$ cat src/hdl/mpbm_ram.sv
// Simple dual-port RAM with one write port and one registered read port.
// Depends on nothing; instantiated for each table of the matcher.
module mpbm_ram #(
	parameter int AW    = 8,
	parameter int WIDTH = 8
) (
	input  logic             clk,
	input  logic             we,
	input  logic [AW-1:0]    waddr,
	input  logic [WIDTH-1:0] wdata,
	input  logic [AW-1:0]    raddr,
	output logic [WIDTH-1:0] rdata
);

	logic [WIDTH-1:0] mem [(1<<AW)];
	logic [WIDTH-1:0] rdata_q;

	always_ff @(posedge clk) begin
		if (we) begin
			mem[waddr] <= wdata;
		end
	end

	always_ff @(posedge clk) begin
		rdata_q <= mem[raddr];
	end

	assign rdata = rdata_q;

endmodule

$ cat config.mk
export PLATFORM = sky130hd
export DESIGN_NAME = mpbm_ram
export DESIGN_NICKNAME = d
export VERILOG_FILES = /design/src/hdl/mpbm_ram.sv
export SDC_FILE = /design/constraint.sdc
export NUM_CORES = 2
export LEC_CHECK = 0
export BUFFER_PORTS_ARGS = -buffer_cell sky130_fd_sc_hd__buf_2
export CORE_ASPECT_RATIO = 1.75
export CORE_MARGIN = 3
export CORE_UTILIZATION = 40
export CTS_CLUSTER_SIZE = 16
export DETAILED_ROUTE_END_ITERATION = 16
export SLEW_MARGIN = 40
export SYNTH_ARGS = -nofsm -noshare
export SYNTH_HDL_FRONTEND = slang
export SYNTH_SLANG_ARGS = --single-unit
$ cat constraint.sdc
create_clock -name clk -period 3.55 [get_ports clk]
set_clock_uncertainty 0.05 [all_clocks]
set_input_delay 0.355 -clock clk [delete_from_list [all_inputs] [get_ports clk]]
set_output_delay 0.355 -clock clk [all_outputs]
set_load 0.05 [all_outputs]
### Yosys cells after proc, flatten, opt, wreduce, memory -nomap -nowiden

Memories as Yosys holds them, arrays and structs flattened. A register that Yosys moved wholly into a read port is not among the register bits.
Index checks and enable logic that the tools add are counted.

* memories kept: 1
* logic and storage cells: 3
* flip-flop bits (word level): 0
* output and inout port bits: 8
* input port bits: 26
* bits in writable memories: 2048

* mux-type cells: 2

Memories
* mem: depth 256, width 8, read ports 1, clocked after memory_dff 1, wr ports 1, line 15 `logic [WIDTH-1:0] mem [(1<<AW)];`

Operators by type and width (count)
* 2-to-1 mux 1 bit: 2

### Depth between registers and ports, before layout

* depth in word-level cells: 2
* mapped depth: 11
* mapped depth without buffers: 6

### Worst setup path before layout

Ideal clock, no wire load.

* kind: input -> register
* start: input raddr[0]
* end: register rdata_q[2], in the netlist rdata[2], read port of mem
* stages on the path: 9
* path buffers: 4
* arrival time: 2162 ps
* path slack: 1207 ps
* setup time: 131 ps
* data required time: 3369 ps
* cells stage by stage: buf_6 -> buf_12 -> buf_8 -> buf_2 -> mux4_2 -> a22oi_1 -> a21oi_1 -> nor4_1 -> nor4_2

RTL lines
* from (decl): line 11 `input logic [AW-1:0] raddr,`
* to (decl): line 16 `logic [WIDTH-1:0] rdata_q;`

==> results.py <==
metrics = {
    "outcome": {
        "status": "completed",
    },
    "synthesis": {
        "syn_area_mm2": 0.0796,
        "yosysSeqAreaShare_pct": 77.5,
        "synth_flop_cell": "edfxtp_1",
        "synthArstFlopShare_pct": 0,
        "ys.warnings.count": 0,
        "yosysUniqueCellTypes": 55,
        "yosysTopAreaCell": "edfxtp_1",
        "synth_nets": 3759,
        "yosys-top-cells-area": "edfxtp_1 (77%), mux4_2 (13%), mux2i_1 (1.7%)",
        "postSynthCellCount": 3733,
        "synth_top_area_share_pct": 77.3,
        "syn_avg_cell_area_um2": 21.3,
        "synth-seq-cells": 2056,
        "synth_edf_count": 2048,
    },
    "sta": {
        "tightest_slew_ns": 0.857,
        "clock.fmax_ghz": 0.338,
        "setup_viol": 0,
        "slew_viol_final": 0,
        "fin_crit_sh_pct": 83.4,
        "grt_setup_unrepaired": "false",
        "relSlewSlack_pct": 42.9,
        "hold_viol": 0,
        "hold_ws_ns": 0.117,
        "min_period_ns": 2.96,
    },
    "drt": {
        "antenna_left": 0,
        "remaining_drc_errors": 0,
        "via_per_inst": 5.69,
        "via_count": 39400,
        "routed_wl_mm": 212,
        "routedWlPerCell_um": 30.7,
        "drtIter0Drc": 4037,
        "first_pass_iters": 6,
    },
    "global_route": {
        "grt_pass1_wl_mm": 304,
        "grt_max_degree": 107,
        "top_usage_layer": "met2",
        "met2_usage_pct": 38.1,
        "grt_overflow": 0,
        "grt_use_total_pct": 20.8,
        "first_global_vias": 41400,
        "met1_usage_pct": 23.6,
        "antenna_found_initial": 17,
        "grtUsageMet3_pct": 2.74,
    },
    "critical_path": {
        "critPathMaxStageDelay_ns": 0.75,
        "rrSetupSlack_ns": 0.73,
        "worst-path-buf-inv": 4,
        "crit_slowest_cell": "nor4_1",
        "endpoint_kind": "flip-flop",
        "critPathTopFamily": "simple AND/OR/NAND/NOR gates",
        "rr_endpoint": "rdata[0]$_DFF_P_",
        "crit_fanout": 45,
        "crit_type": "in -> reg",
        "crit_chain": "buf_8 -> buf_12 -> nand3b_1 -> buf_4 -> o221ai_1 -> a21oi_1 -> a21oi_1 -> nor4_1 -> buf_4 -> nor4_2",
        "worstSetupStartpointType": "primary input",
        "cp.required_ns": 4.21,
        "worstRegToRegCells": 8,
        "critical_path_arrival_ns": 3.62,
        "reg2reg_from": "mem[132][0]$_DFFE_PP_",
    },
    "clock_network": {
        "htree_levels": 4,
        "postCtsSetupBuffers": 0,
        "cts_sinks": 2056,
        "worst_skew_pair.late_latency_ns": 0.83,
        "clkSlewWorstSetupHoldPaths_ns": 0.07,
        "ctsLongestPathBuffers": 4,
        "cts_made_buffers": 178,
        "cts_tree": "built",
        "clock-root-buffer": "clkbuf_16",
    },
    "floorplan": {
        "core-area_mm2": 0.198,
        "fp.dieArea_mm2": 0.204,
        "die_h_um": 596,
        "start_util_pct": 40.2,
        "row_count": 216,
        "pin_count": 34,
        "die_w_um": 343,
    },
    "final_layout": {
        "layout_commonest_cell": "edfxtp_1",
        "layout_common_cells": "edfxtp_1 (2048), mux4_2 (454), buf_4 (400)",
        "nFillCells": 16500,
        "final_layout_size_suffix_gt1_share_pct": 28.8,
        "layout.nets": 4196,
        "area_growth_pct": 15.3,
    },
    "flow_run": {
        "cap_violations": 0,
    },
    "min_path": {
        "holdCritStartpoint": "waddr[2]",
        "hold_path_end": "mem[222][6]$_DFFE_PP_",
        "hp-class": "in -> reg",
        "hold_depth": 3,
    },
    "place": {
        "numPortBuffers": 33,
        "place.detailed.hpwl_mm": 141,
        "gp_congestion": 0.846,
    },
    "power_and_ir_drop": {
        "p_per_area_mw_per_mm2": 536,
        "fin_total_pwr_mw": 49.1,
        "peakVddDrop_mv": 0.546,
        "p_leak_nw": 28.8,
    },
}
[sequential cells by signal, summed over array words and instances (netlist names)]
signal / flops
rdata: 8
mem: 2048
[metrics by stage]
step	utilization [%]	instances	setup WS (ns)	cell area, um^2	TNS [ns]
2_1_floorplan	-	3733	1.21	79600	0
3_3_place_gp	43.3	6591	-0.638	85600	-1.99
3_5_place_dp	43.4	6596	-0.310	85800	-0.552
4_1_cts	46.3	6914	0.582	91600	0
5_1_grt	46.3	6920	0.557	91700	0
6_report	46.4	6928	0.590	91700	0
[worst max-delay path by stage]
stage                     startpoint               end  slack (ns)  cells after the start
after floorplan             raddr[0]  rdata[2]$_DFF_P_        1.21                      9
after global placement      raddr[0]  rdata[2]$_DFF_P_       -0.64                      9
after detailed placement    raddr[1]  rdata[6]$_DFF_P_       -0.31                     10
after CTS                   raddr[1]  rdata[6]$_DFF_P_        0.58                     10
after global routing        raddr[1]  rdata[6]$_DFF_P_        0.56                     10
final                       raddr[1]  rdata[6]$_DFF_P_        0.59                     10
[power breakdown]
group          switching, mW  internal (mW)
clock                   8.58           11.0
combinational           1.77          0.993
sequential            0.0446           26.7
[Yosys cell counts (28+ instances only)]
cell type     n
a21oi_1      96
a22oi_1     133
buf_2        31
clkbuf_1    111
edfxtp_1   2048
mux2i_1     134
mux4_2      454
nand2_1      33
nand3_1      34
nor2_1      282
nor2b_1      31
o221ai_1     46
o22ai_1      28
[per-layer routing]
layer	vias up	wire [um]	share of wire, %
met5	-	23	0.011
met4	4	11600	5.4
met3	409	11700	5.5
met2	1403	116000	55
met1	21100	72900	34
li1	16500	-	-
[cell families (layout without fill, tap and decap cells)]
kind of cell    after synthesis  count (layout)  share of synthesized area, %
simple gates                466             466                          2.63
buf+inv                     235             805                          1.83
other cells                   0               9                             0
compound gates              385             385                          3.42
mux                         591             591                          14.6
flops                      2056            2056                          77.5
[worst min-delay path: cells and delay by family]
kind,cells,cell delay [ns]
buf+inv,1,0.17
simple gates,2,0.26
[cell type report]
| type | instances | area (um^2) | share of cell area (%) |
|---|---|---|---|
| Clock inverter | 94 | 1020 | 1.11 |
| Antenna cell | 9 | 22.5 | 0.0246 |
| Sequential cell | 2056 | 61700 | 67.2 |
| Timing Repair Buffer | 490 | 4390 | 4.79 |
| Inverter | 2 | 7.51 | 0.00819 |
| Clock buffer | 219 | 4710 | 5.14 |
| Multi-Input combinational cell | 1442 | 16600 | 18.1 |
| Tap cell | 2616 | 3270 | 3.57 |
[what timing repair did]
item / CTS / global route
gates resized for setup: 0 / 0
endpoints found under the hold margin: 205 / 65
hold buffers: 5 / 3
Note: power is estimated with default switching activity, not from simulation.
